--- config.mk ---
export PLATFORM = sky130hd
export DESIGN_NAME = multichannel_fir_filter_flat
export DESIGN_NICKNAME = d
export VERILOG_FILES = /design/src/mcfir_pkg.sv /design/src/mcfir_req_if.sv /design/src/mcfir_rsp_if.sv /design/src/mcfir_ctrl.sv /design/src/mcfir_datapath.sv /design/src/multichannel_fir_filter.sv /design/src/flat_wrapper.sv
export SDC_FILE = /design/constraint.sdc
export NUM_CORES = 2
export LEC_CHECK = 0
export BUFFER_PORTS_ARGS = -buffer_cell sky130_fd_sc_hd__buf_4
export CORE_ASPECT_RATIO = 1.75
export CORE_MARGIN = 10
export CORE_UTILIZATION = 29
export CTS_BUF_LIST = sky130_fd_sc_hd__clkbuf_8
export CTS_CLUSTER_DIAMETER = 80
export CTS_CLUSTER_SIZE = 10
export DETAILED_ROUTE_END_ITERATION = 8
export PLACE_DENSITY = 0.51
export SLEW_MARGIN = 10
export SYNTH_ARGS = -nofsm -noshare
export SYNTH_HDL_FRONTEND = slang
export SYNTH_SLANG_ARGS = --single-unit
--- constraint.sdc ---
create_clock -name clock -period 7.9 [get_ports clock]
set_input_delay 1.185 -clock clock [delete_from_list [all_inputs] [get_ports clock]]
set_output_delay 1.185 -clock clock [all_outputs]
set_load 0.01 [all_outputs]
--- src/mcfir_pkg.sv ---
// mcfir_pkg: shared types and constants of the multichannel fir filter
// depends on nothing; used by the interfaces, controller, datapath and top level
`timescale 1ns / 1ps

package mcfir_pkg;

   // field widths of the channel items and the register
   localparam int REQ_TYPE_W  = 1;
   localparam int COEF_IDX_W  = 5;
   localparam int COEF_W      = 16;
   localparam int SAMPLE_W    = 16;
   localparam int RESULT_W    = 24;
   localparam int TAP_COUNT_W = 6;

   // arithmetic widths
   localparam int PROD_W = COEF_W + SAMPLE_W;
   localparam int ACC_W  = 40;
   localparam int FRAC_W = 15;

   // request kinds
   localparam logic [REQ_TYPE_W-1:0] REQ_COEF   = 1'b0;
   localparam logic [REQ_TYPE_W-1:0] REQ_SAMPLE = 1'b1;

   // reset value of the tap count register
   localparam logic [TAP_COUNT_W-1:0] TAP_COUNT_RESET = 6'd1;

   // controller states, one-hot
   typedef enum logic [2:0] {
      ST_IDLE  = 3'b001,
      ST_RUN   = 3'b010,
      ST_DRAIN = 3'b100
   } state_type;

   // controller to datapath commands
   typedef struct packed {
      logic accept_coef;
      logic accept_sample;
      logic step;
      logic load_out;
   } cmd_type;

   // datapath to controller status
   typedef struct packed {
      logic zero_taps;
      logic last_tap;
      logic pipe_busy;
      logic out_free;
   } status_type;

endpackage

--- src/mcfir_req_if.sv ---
// mcfir_req_if: request channel carrying coefficient writes and samples
// depends on mcfir_pkg for field widths
`timescale 1ns / 1ps

interface mcfir_req_if;
   logic                                     valid;
   logic                                     ready;
   logic [mcfir_pkg::REQ_TYPE_W-1:0]         req_type;
   logic [mcfir_pkg::COEF_IDX_W-1:0]         coef_index;
   logic signed [mcfir_pkg::COEF_W-1:0]      coef_value;
   logic signed [mcfir_pkg::SAMPLE_W-1:0]    sample_value;
   logic                                     channel_start;

   modport source (
      output valid, req_type, coef_index, coef_value, sample_value, channel_start,
      input  ready
   );

   modport sink (
      input  valid, req_type, coef_index, coef_value, sample_value, channel_start,
      output ready
   );
endinterface

--- src/mcfir_rsp_if.sv ---
// mcfir_rsp_if: result channel carrying one filtered value per sample
// depends on mcfir_pkg for field widths
`timescale 1ns / 1ps

interface mcfir_rsp_if;
   logic                                     valid;
   logic                                     ready;
   logic signed [mcfir_pkg::RESULT_W-1:0]    filtered_value;

   modport source (
      output valid, filtered_value,
      input  ready
   );

   modport sink (
      input  valid, filtered_value,
      output ready
   );
endinterface

--- src/mcfir_ctrl.sv ---
// mcfir_ctrl: sequencer that accepts items and steps the shared mac over the taps
// depends on mcfir_pkg for state, command and status types
`timescale 1ns / 1ps

module mcfir_ctrl (
   input  logic                                  clock,
   input  logic                                  reset,
   input  logic                                  req_valid,
   input  logic [mcfir_pkg::REQ_TYPE_W-1:0]      req_type,
   output logic                                  req_ready,
   input  mcfir_pkg::status_type                 status,
   output mcfir_pkg::cmd_type                    cmd
);

   mcfir_pkg::state_type state_ff, state_in;
   logic                 accept;

   assign req_ready = (state_ff == mcfir_pkg::ST_IDLE);
   assign accept    = req_valid && req_ready;

   // next state and commands
   always_comb begin
      state_in          = state_ff;
      cmd               = '0;
      case (state_ff)
         mcfir_pkg::ST_IDLE: begin
            if (accept) begin
               if (req_type == mcfir_pkg::REQ_COEF) begin
                  cmd.accept_coef = 1'b1;
               end else begin
                  cmd.accept_sample = 1'b1;
                  state_in = status.zero_taps ? mcfir_pkg::ST_DRAIN : mcfir_pkg::ST_RUN;
               end
            end
         end
         mcfir_pkg::ST_RUN: begin
            cmd.step = 1'b1;
            if (status.last_tap) begin
               state_in = mcfir_pkg::ST_DRAIN;
            end
         end
         mcfir_pkg::ST_DRAIN: begin
            if (!status.pipe_busy && status.out_free) begin
               cmd.load_out = 1'b1;
               state_in     = mcfir_pkg::ST_IDLE;
            end
         end
         default: begin
            state_in = mcfir_pkg::ST_IDLE;
         end
      endcase
   end

   // state register
   always_ff @(posedge clock) begin
      if (reset) begin
         state_ff <= mcfir_pkg::ST_IDLE;
      end else begin
         state_ff <= state_in;
      end
   end

endmodule

--- src/mcfir_datapath.sv ---
// mcfir_datapath: coefficient and history memories, tap counter, mac pipeline, output register
// depends on mcfir_pkg for widths, command and status types
`timescale 1ns / 1ps

module mcfir_datapath #(
   parameter int MAX_TAPS = 32
) (
   input  logic                                     clock,
   input  logic                                     reset,
   input  logic                                     csr_wr_en,
   input  logic [mcfir_pkg::TAP_COUNT_W-1:0]        csr_wr_data,
   input  logic [mcfir_pkg::COEF_IDX_W-1:0]         coef_index,
   input  logic signed [mcfir_pkg::COEF_W-1:0]      coef_value,
   input  logic signed [mcfir_pkg::SAMPLE_W-1:0]    sample_value,
   input  logic                                     channel_start,
   input  mcfir_pkg::cmd_type                       cmd,
   output mcfir_pkg::status_type                    status,
   output logic                                     rsp_valid,
   input  logic                                     rsp_ready,
   output logic signed [mcfir_pkg::RESULT_W-1:0]    rsp_value
);

   localparam int ADDR_W    = $clog2(MAX_TAPS);
   localparam int HIST_D    = 2 ** ADDR_W;
   localparam int CNT_W     = $clog2(MAX_TAPS + 1);
   localparam int WIDE_W    = ADDR_W + mcfir_pkg::COEF_IDX_W;

   // memories
   logic signed [mcfir_pkg::COEF_W-1:0]   coef_mem [MAX_TAPS];
   logic signed [mcfir_pkg::SAMPLE_W-1:0] hist_mem [HIST_D];

   // control registers
   logic [mcfir_pkg::TAP_COUNT_W-1:0] tap_count_ff;
   logic [CNT_W-1:0]                  taps_ff, taps_in;
   logic [CNT_W-1:0]                  k_ff;
   logic [CNT_W-1:0]                  fill_ff, fill_base, fill_in;
   logic [ADDR_W-1:0]                 wp_ff;
   logic                              rd_vld_ff, prod_vld_ff;
   logic                              rsp_valid_ff;

   // datapath registers
   logic signed [mcfir_pkg::COEF_W-1:0]   coef_rd_ff;
   logic signed [mcfir_pkg::SAMPLE_W-1:0] hist_rd_ff;
   logic                                  tap_ok_ff;
   logic signed [mcfir_pkg::PROD_W-1:0]   prod_ff, prod_in;
   logic signed [mcfir_pkg::ACC_W-1:0]    acc_ff, acc_in;
   logic signed [mcfir_pkg::RESULT_W-1:0] rsp_value_ff;

   logic [WIDE_W-1:0] coef_wide;
   logic [ADDR_W-1:0] coef_waddr;
   logic              coef_in_range;
   logic [ADDR_W-1:0] hist_raddr;
   logic signed [mcfir_pkg::SAMPLE_W-1:0] hist_gated;

   // tap count saturated to the storage depth
   assign taps_in = (int'(tap_count_ff) > MAX_TAPS) ? CNT_W'(MAX_TAPS)
                                                    : CNT_W'(tap_count_ff);

   // history fill count including the new sample, capped at the depth
   assign fill_base = channel_start ? '0 : fill_ff;
   assign fill_in   = (int'(fill_base) >= MAX_TAPS) ? fill_base : fill_base + CNT_W'(1);

   // coefficient write address and range check
   assign coef_wide     = WIDE_W'(coef_index);
   assign coef_waddr    = coef_wide[ADDR_W-1:0];
   assign coef_in_range = (int'(coef_index) < MAX_TAPS);

   // delayed sample k sits k slots behind the newest write
   assign hist_raddr = wp_ff - ADDR_W'(1) - k_ff[ADDR_W-1:0];

   // status back to the controller
   assign status.zero_taps = (taps_in == '0);
   assign status.last_tap  = ((k_ff + CNT_W'(1)) == taps_ff);
   assign status.pipe_busy = rd_vld_ff || prod_vld_ff;
   assign status.out_free  = !rsp_valid_ff || rsp_ready;

   // tap count register
   always_ff @(posedge clock) begin
      if (reset) begin
         tap_count_ff <= mcfir_pkg::TAP_COUNT_RESET;
      end else if (csr_wr_en) begin
         tap_count_ff <= csr_wr_data;
      end
   end

   // coefficient memory, registered read at the tap counter
   always_ff @(posedge clock) begin
      if (cmd.accept_coef && coef_in_range) begin
         coef_mem[coef_waddr] <= coef_value;
      end
      if (cmd.step) begin
         coef_rd_ff <= coef_mem[k_ff[ADDR_W-1:0]];
      end
   end

   // history ring buffer, written on each sample, registered read per tap
   always_ff @(posedge clock) begin
      if (cmd.accept_sample) begin
         hist_mem[wp_ff] <= sample_value;
      end
      if (cmd.step) begin
         hist_rd_ff <= hist_mem[hist_raddr];
         tap_ok_ff  <= (k_ff < fill_ff);
      end
   end

   // ring pointer, fill count, tap counter and pipeline valids
   always_ff @(posedge clock) begin
      if (reset) begin
         wp_ff       <= '0;
         fill_ff     <= '0;
         taps_ff     <= '0;
         k_ff        <= '0;
         rd_vld_ff   <= 1'b0;
         prod_vld_ff <= 1'b0;
      end else begin
         if (cmd.accept_sample) begin
            wp_ff   <= wp_ff + ADDR_W'(1);
            fill_ff <= fill_in;
            taps_ff <= taps_in;
            k_ff    <= '0;
         end else if (cmd.step) begin
            k_ff <= k_ff + CNT_W'(1);
         end
         rd_vld_ff   <= cmd.step;
         prod_vld_ff <= rd_vld_ff;
      end
   end

   // multiply stage, history taps before the channel start count as zero
   assign hist_gated = tap_ok_ff ? hist_rd_ff : '0;
   assign prod_in    = coef_rd_ff * hist_gated;

   always_ff @(posedge clock) begin
      if (rd_vld_ff) begin
         prod_ff <= prod_in;
      end
   end

   // accumulate stage
   assign acc_in = acc_ff + mcfir_pkg::ACC_W'(prod_ff);

   always_ff @(posedge clock) begin
      if (cmd.accept_sample) begin
         acc_ff <= '0;
      end else if (prod_vld_ff) begin
         acc_ff <= acc_in;
      end
   end

   // output register, floor shift of the accumulator
   always_ff @(posedge clock) begin
      if (reset) begin
         rsp_valid_ff <= 1'b0;
      end else if (cmd.load_out) begin
         rsp_valid_ff <= 1'b1;
      end else if (rsp_ready) begin
         rsp_valid_ff <= 1'b0;
      end
   end

   always_ff @(posedge clock) begin
      if (cmd.load_out) begin
         rsp_value_ff <= acc_ff[mcfir_pkg::FRAC_W +: mcfir_pkg::RESULT_W];
      end
   end

   assign rsp_valid = rsp_valid_ff;
   assign rsp_value = rsp_value_ff;

endmodule

--- src/multichannel_fir_filter.sv ---
// a coefficient write gives no result
// a sample's result is loaded once the mac pipeline is empty and the output is free
// no new item is accepted until that result is loaded: one shared multiply-accumulate
// visits the taps one a cycle, tap_count saturated to MAX_TAPS
// reset (synchronous, active high) sets tap_count to 1 and empties the sample history
// coefficients are undefined until written
// depends on mcfir_pkg, mcfir_req_if, mcfir_rsp_if, mcfir_ctrl and mcfir_datapath
`timescale 1ns / 1ps

module multichannel_fir_filter #(
   parameter int MAX_TAPS = 32
) (
   input  logic                                  clock,
   input  logic                                  reset,
   mcfir_req_if.sink                             req_chan,
   mcfir_rsp_if.source                           rsp_chan,
   input  logic                                  csr_wr_en,
   input  logic [mcfir_pkg::TAP_COUNT_W-1:0]     csr_wr_data
);

   mcfir_pkg::cmd_type    cmd;
   mcfir_pkg::status_type status;
   logic                  req_ready;

   assign req_chan.ready = req_ready;

   // sequencer
   mcfir_ctrl u_ctrl (
      .clock     (clock),
      .reset     (reset),
      .req_valid (req_chan.valid),
      .req_type  (req_chan.req_type),
      .req_ready (req_ready),
      .status    (status),
      .cmd       (cmd)
   );

   // memories, mac pipeline and output register
   mcfir_datapath #(
      .MAX_TAPS (MAX_TAPS)
   ) u_datapath (
      .clock         (clock),
      .reset         (reset),
      .csr_wr_en     (csr_wr_en),
      .csr_wr_data   (csr_wr_data),
      .coef_index    (req_chan.coef_index),
      .coef_value    (req_chan.coef_value),
      .sample_value  (req_chan.sample_value),
      .channel_start (req_chan.channel_start),
      .cmd           (cmd),
      .status        (status),
      .rsp_valid     (rsp_chan.valid),
      .rsp_ready     (rsp_chan.ready),
      .rsp_value     (rsp_chan.filtered_value)
   );

endmodule

--- src/flat_wrapper.sv ---
// flat-port wrapper written by rule: the top's interface ports become plain ports
module multichannel_fir_filter_flat 
#(
   parameter int MAX_TAPS = 32
)
  (clock, reset, csr_wr_en, csr_wr_data, req_chan_valid, req_chan_req_type, req_chan_coef_index, req_chan_coef_value, req_chan_sample_value, req_chan_channel_start, req_chan_ready, rsp_chan_valid, rsp_chan_filtered_value, rsp_chan_ready);
  mcfir_req_if req_chan_i ();
  mcfir_rsp_if rsp_chan_i ();
  input  logic clock;
  input  logic reset;
  input  logic csr_wr_en;
  input  logic [mcfir_pkg::TAP_COUNT_W-1:0] csr_wr_data;
  input wire logic [$bits(req_chan_i.valid)-1:0] req_chan_valid;
  input wire logic [$bits(req_chan_i.req_type)-1:0] req_chan_req_type;
  input wire logic [$bits(req_chan_i.coef_index)-1:0] req_chan_coef_index;
  input wire logic [$bits(req_chan_i.coef_value)-1:0] req_chan_coef_value;
  input wire logic [$bits(req_chan_i.sample_value)-1:0] req_chan_sample_value;
  input wire logic [$bits(req_chan_i.channel_start)-1:0] req_chan_channel_start;
  output wire logic [$bits(req_chan_i.ready)-1:0] req_chan_ready;
  output wire logic [$bits(rsp_chan_i.valid)-1:0] rsp_chan_valid;
  output wire logic [$bits(rsp_chan_i.filtered_value)-1:0] rsp_chan_filtered_value;
  input wire logic [$bits(rsp_chan_i.ready)-1:0] rsp_chan_ready;
  assign req_chan_i.valid = req_chan_valid;
  assign req_chan_i.req_type = req_chan_req_type;
  assign req_chan_i.coef_index = req_chan_coef_index;
  assign req_chan_i.coef_value = req_chan_coef_value;
  assign req_chan_i.sample_value = req_chan_sample_value;
  assign req_chan_i.channel_start = req_chan_channel_start;
  assign req_chan_ready = req_chan_i.ready;
  assign rsp_chan_valid = rsp_chan_i.valid;
  assign rsp_chan_filtered_value = rsp_chan_i.filtered_value;
  assign rsp_chan_i.ready = rsp_chan_ready;
  multichannel_fir_filter #(.MAX_TAPS(MAX_TAPS)) u_core (.clock(clock), .reset(reset), .req_chan(req_chan_i), .rsp_chan(rsp_chan_i), .csr_wr_en(csr_wr_en), .csr_wr_data(csr_wr_data));
endmodule
Yosys cells after proc, flatten, opt, wreduce, memory -nomap -nowiden. Memories as Yosys holds them, arrays and structs flattened. A register that Yosys moved wholly into a read port is not among the register bits. Index checks and enable logic that the tools add are counted.

Order comparisons: 3. Reduce and logical (&&, ||, !) cells: 10. Eq/ne operators: 8. $add $sub $neg: 6. $mul: 1. Mux-type cells: 23.

Operator list (count): $add A40 B32 Y40 (1); $mul A16 B16 Y32 (1); $mux W6 (3); $mux W16 (1); $mux W3 (5); $add A6 B1 Y6 const B (2); $mux W1 (11); $pmux W3 S3 (1); $eq A6 B6 Y1 (1); $ge A6 B6 Y1 const B (1); $gt A6 B6 Y1 const B (1); $logic_not A6 Y1 (1); $lt A6 B6 Y1 (1); $add A5 B1 Y5 const B (1); $sub A5 B1 Y5 const B (1); $sub A5 B5 Y5 (1); $mux W2 (2); $ne A2 B1 Y1 const B (2); $ne A2 B2 Y1 const B (2); $reduce_and A4 Y1 (1); $eq A3 B1 Y1 const B (1); $eq A3 B2 Y1 const B (1); $eq A3 B3 Y1 const B (1); $logic_and A1 B1 Y1 (2); 4 further kinds (6).

Logic and storage cells: 66. Register bits: 132. Output and inout port bits: 26. Memories: 2. Bits of input ports: 50. RAM bits: 1024.

Memory list: u_core.u_datapath.coef_mem (depth 32, width 16, read ports 1, clocked after Yosys merged registers in 1, write ports 1, RTL line mcfir_datapath.sv:29) `logic signed [mcfir_pkg::COEF_W-1:0] coef_mem [MAX_TAPS];`; u_core.u_datapath.hist_mem (depth 32, width 16, read ports 1, clocked after Yosys merged registers in 1, write ports 1, RTL line mcfir_datapath.sv:30) `logic signed [mcfir_pkg::SAMPLE_W-1:0] hist_mem [HIST_D];`.

Longest topological paths before layout.
Word-level depth: 7. Mapped depth: 25. Gate-level depth less buffers: 23.

Modules after synthesis. Synthesis repeated with hierarchy kept, for this count alone.

Cells, all modules: 3348. Area total of the unflattened synthesis: 56679.4 um2.

By module, submodules not included: mcfir_datapath (cells each 3322, area an instance 56459.1 um2, instances 1, sequential area each 34843.4 um2); mcfir_ctrl (cells each 26, area an instance 220.2 um2, instances 1, sequential area each 60.1 um2).

Least setup slack after synthesis. OpenSTA, ideal clock, no wires.

Path type: register to register. From: reg u_core.u_datapath.tap_ok_ff. To: reg u_core.u_datapath.prod_ff[24] (netlist name) (data pin). Cell stages (with the launch flop): 26. Arrival: 5.980 ns. Required time: 7.642 ns. Slack: 1.662 ns. Path buffers: 2. Period minus slack after synthesis: 6.238 ns. Cell sequence: edfxtp_1 > clkbuf_1 > and2_0 > clkbuf_1 > nand2_1 > fa_1 > inv_1 > fa_1 > inv_1 > fa_1 > inv_1 > fa_1 > fa_1 > inv_1 > fa_1 > inv_1 > ha_1 > a21o_1 > a21o_1 > a211oi_1 > o21a_1 > o21ai_0 > o31ai_1 > nand2b_1 > a21oi_1 > xnor2_1.

Longest elaborated chain between the ends: 2.

RTL lines: from (decl) (RTL line mcfir_datapath.sv:44) `logic tap_ok_ff;`; from (signal assigned) (RTL line mcfir_datapath.sv:103) `tap_ok_ff <= (k_ff < fill_ff);`; $mux W16 (RTL line mcfir_datapath.sv:131) `assign hist_gated = tap_ok_ff ? hist_rd_ff : '0;`; $mul A16 B16 Y32 (RTL line mcfir_datapath.sv:132) `assign prod_in = coef_rd_ff * hist_gated;`; named net u_core.u_datapath.prod_in (one bit) (RTL line mcfir_datapath.sv:45) `logic signed [mcfir_pkg::PROD_W-1:0] prod_ff, prod_in;`; to (signal assigned) (RTL line mcfir_datapath.sv:136) `prod_ff <= prod_in;`; to (decl) (RTL line mcfir_datapath.sv:45).

The timed path passes the listed nets, and every way through them passes these cells. A chain may end at the register's enable or synchronous reset.

Worst setup path in the final report.
From: reg u_core.u_datapath.tap_ok_ff. To: reg u_core.u_datapath.prod_ff[31] (netlist name) (data pin).

Same word-level chain as after synthesis.

==> impl_metrics.toml <==
[timing]
drv_slew = 0
fin_crit_sh_pct = 89.1
max_freq_ghz = 0.142
max_slew_margin_pct = 33.4
setup-violations-final = 0
fin_skew_ps = 72.3
worstMarginPinSlew_ps = 999
hold_viol_final = 0
fin_crit_ps = 7040
rsz0062_at_grt = "false"
setup_tns_ps = 0

[place]
hpwl_um = 94400
port_buffers = 75
gp_congestion = 0.845
placement.cell_area_mm2 = 0.0611

[floorplan]
dieArea_mm2 = 0.216
start_util_pct = 29.1
io_pins = 76
die_w_um = 355
chipHeight_um = 607
rows = 215
core_area_mm2 = 0.196

[clock_tree]
post_cts_resized = 0
cts_buffer_depth = 4
path_clk_slew_ps = 80
root_buffer = "clkbuf_8"
cts_made_buffers = 146
worstSkewPairLatency_ps = 830
clkSinkCount = 1187
postCtsSetupBuffers = 0
hold_buffers = 0
h-tree-depth = 4
cts_tree = "yes"

[global_routing]
overflow = 0
grt_start_max_net_pins = 75
first_global_vias = 32193
antenna_found_initial = 12
grt_pass1_wl_um = 215000
grt_usage_pct = 13.4

[worst_setup_path]
critPathKind = "register to register"
slowest_stage = "fa_1"
crit_required_ps = 8510
startpoint_type = "register"
path_cells = "buf_4, and2_1, nand2_1, inv_1, fa_1, fa_1, fa_1, fa_1, fa_1, fa_1, ha_1, a21o_1, a21oi_1, o21ai_0, nand2_1, o211ai_1, a31o_1, a21oi_2, xnor2_1"
critical_path.endpoint_type = "register"
cp_data_arrival_time_ps = 7650
cp_max_fo = 52
cpPeakStageDelay_ps = 850
critPathMostFrequentCell = "fa_1"
r2r_cells = 19

[route]
vias = 29537
drtPass1Iterations = 6
wl_per_cell_um = 23.4
wl_um = 145000
ant_nets = 0
drc = 0
drtIter0Drc = 1808
vias_per_cell = 4.76

[synthesis]
synth_cells = 3407
syn-cell-area_mm2 = 0.0571
ys_ff_latch = 1187
avgSynthCellArea_um2 = 16.7
synth_ff_type = "edfxtp_1"
synth_edf_count = 1113
async_reset_ff_share_pct = 0
synthDistinctLibCells = 84
synth_seq_area_share_pct = 61.2
syn_nets = 3856
yosys_warnings = 0

[power_and_ir_drop]
irDropWorstVdd_v = 0.000171
power.density_mw_per_mm2 = 244
leakagePower_nw = 22.2

[cells_and_area]
fin_nets = 4013
area_growth_pct = 11.1
fin_area_mm2 = 0.0634
drive_above_1_share_pct = 21.7

[min_path]
hp-class = "register to register"
hold-path-cell-count = 0

[flow_run]
maxCapViolCount = 0

[status]
outcome = "complete, no violations"
[critical path: cells and delay by family, from the launching register on]
kind	cells	cell delay (ps)
buf+inv	2	560
compound gates	6	1190
xor+xnor	1	70
flops	1	540
simple gates	3	700
fa+ha+maj	7	3760
[final timing paths]
kind,slack (ps),startpoint,endpoint
max,860,u_core.u_datapath.tap_ok_ff$_DFFE_PP_,u_core.u_datapath.prod_ff[31]$_DFFE_PP_
min,470,u_core.u_datapath.acc_ff[38]$_SDFFE_PP0P_,u_core.u_datapath.rsp_value[23]$_DFFE_PP_
max reg2reg,860,u_core.u_datapath.tap_ok_ff$_DFFE_PP_,u_core.u_datapath.prod_ff[31]$_DFFE_PP_
min reg2reg,470,u_core.u_datapath.acc_ff[38]$_SDFFE_PP0P_,u_core.u_datapath.rsp_value[23]$_DFFE_PP_
[synth_stat cells, types with 4 or more instances]
| library cell | instances | area share [%] |
|---|---|---|
| o21ai_0 | 50 | 0.44 |
| nor3b_1 | 6 | 0.079 |
| buf_1 | 16 | 0.11 |
| xnor2_1 | 52 | 0.80 |
| a211oi_1 | 10 | 0.13 |
| nand4_1 | 10 | 0.11 |
| and3_1 | 135 | 1.5 |
| a31oi_1 | 8 | 0.088 |
| a21oi_1 | 76 | 0.67 |
| dfxtp_1 | 74 | 2.6 |
| nor3_1 | 30 | 0.26 |
| nor2_1 | 161 | 1.1 |
| fa_1 | 264 | 9.3 |
| nand3_1 | 36 | 0.32 |
| buf_2 | 25 | 0.22 |
| ha_1 | 135 | 3.0 |
| edfxtp_1 | 1113 | 59 |
| o21bai_1 | 6 | 0.079 |
| or2_2 | 6 | 0.066 |
| a21boi_0 | 4 | 0.053 |
| mux4_2 | 320 | 13 |
| nor2b_1 | 14 | 0.15 |
| o211ai_1 | 4 | 0.053 |
| xor2_1 | 24 | 0.37 |
| nand3b_1 | 8 | 0.11 |
| mux2i_1 | 28 | 0.49 |
| nand2b_1 | 16 | 0.18 |
| clkbuf_1 | 104 | 0.68 |
| nand2_1 | 176 | 1.2 |
| inv_1 | 326 | 2.1 |
| and2_1 | 11 | 0.12 |
| buf_4 | 8 | 0.11 |
| a21o_1 | 29 | 0.38 |
| o21ai_1 | 7 | 0.061 |
| o21a_1 | 10 | 0.13 |
| mux2_2 | 32 | 0.63 |
[where the power goes]
group / leakage, nW / switching (mW) / internal, mW
logic: 10.3 / 2.45 / 1.89
clock network: 1.24 / 2.17 / 1.78
registers: 10.6 / 0.0811 / 7.10
total: 22.2 / 4.70 / 10.8
[sequential cells by signal (all words and copies together), names as in the netlist]
register and count:
u_core.u_datapath.coef_mem 512, u_core.u_datapath.hist_mem 512, u_core.u_datapath.acc_ff 39, u_core.u_datapath.prod_ff 32, u_core.u_datapath.rsp_value 24, u_core.u_datapath.coef_rd_ff 16
u_core.u_datapath.hist_rd_ff 16, u_core.u_datapath.fill_ff 6, u_core.u_datapath.k_ff 6, u_core.u_datapath.tap_count_ff 6, u_core.u_datapath.taps_ff 6, u_core.u_datapath.wp_ff 5
u_core.u_ctrl.state_ff 3, u_core.u_datapath.prod_vld_ff 1, u_core.u_datapath.rd_vld_ff 1, u_core.u_datapath.rsp_valid 1, u_core.u_datapath.tap_ok_ff 1
[logic make-up after synthesis]
kind of cell,after synthesis,share of synthesized area (%)
flip-flops,1187,61.2
AND/OR/NAND/NOR,630,5.43
buffers and inverters,483,3.30
adder cells (fa/ha/maj),399,12.2
multiplexers,380,13.8
AO/OA/AOI/OAI,252,2.94
XOR/XNOR,76,1.17
[cell type report]
class | count | area (um^2)
diodes | 7 | 17.5
clock buffers | 150 | 2060
clock inverters | 28 | 176
fillers | 19192 | 132000
inverters | 328 | 1230
multi-input cells | 1737 | 20500
flip-flops and latches | 1187 | 34900
well taps | 2604 | 3260
repair buffers | 164 | 1240
[cell usage in the layout, fill, tap and decap left out, types with 8 or more instances in the layout]
master       n
edfxtp_1  1113
inv_1      348
mux4_2     320
fa_1       263
nand2_1    176
buf_4      163
clkbuf_8   150
and3_1     134
ha_1       134
nor2_1      97
a21oi_1     76
dfxtp_1     70
nor2_2      60
o21ai_0     50
xnor2_1     49
nand3_1     36
mux2_2      32
nor3_1      30
a21o_1      29
mux2i_1     28
xor2_1      24
nand2b_1    16
nor2b_1     14
and2_1      11
o21a_1      10
a211oi_1    10
nand4_1     10
a31oi_1      8
nand3b_1     8
[per-stage QoR]
stage	std cells	total power [mW]	setup slack [ps]	util [%]	hold WS, ps
2_1_floorplan	3407	10.5	1660	-	426
3_3_place_gp	6020	11.7	929	31.2	452
3_5_place_dp	6020	11.7	827	31.2	458
4_1_cts	6198	15.7	871	32.4	475
5_1_grt	6203	16.4	437	32.4	484
6_report	6205	15.5	861	32.4	468
[per-layer routing]
| metal | part of all wire (%) | vias to the layer above | global-route usage, % |
|---|---|---|---|
| met3 | 3.2 | 262 | 1.69 |
| met4 | 4.0 | 8 | 5.65 |
| met5 | 0.036 | - | 0 |
| met2 | 57 | 549 | 26.2 |
| met1 | 36 | 15707 | 14.1 |
| li1 | - | 13011 | - |
Note: power is estimated with default switching activity, not from simulation.
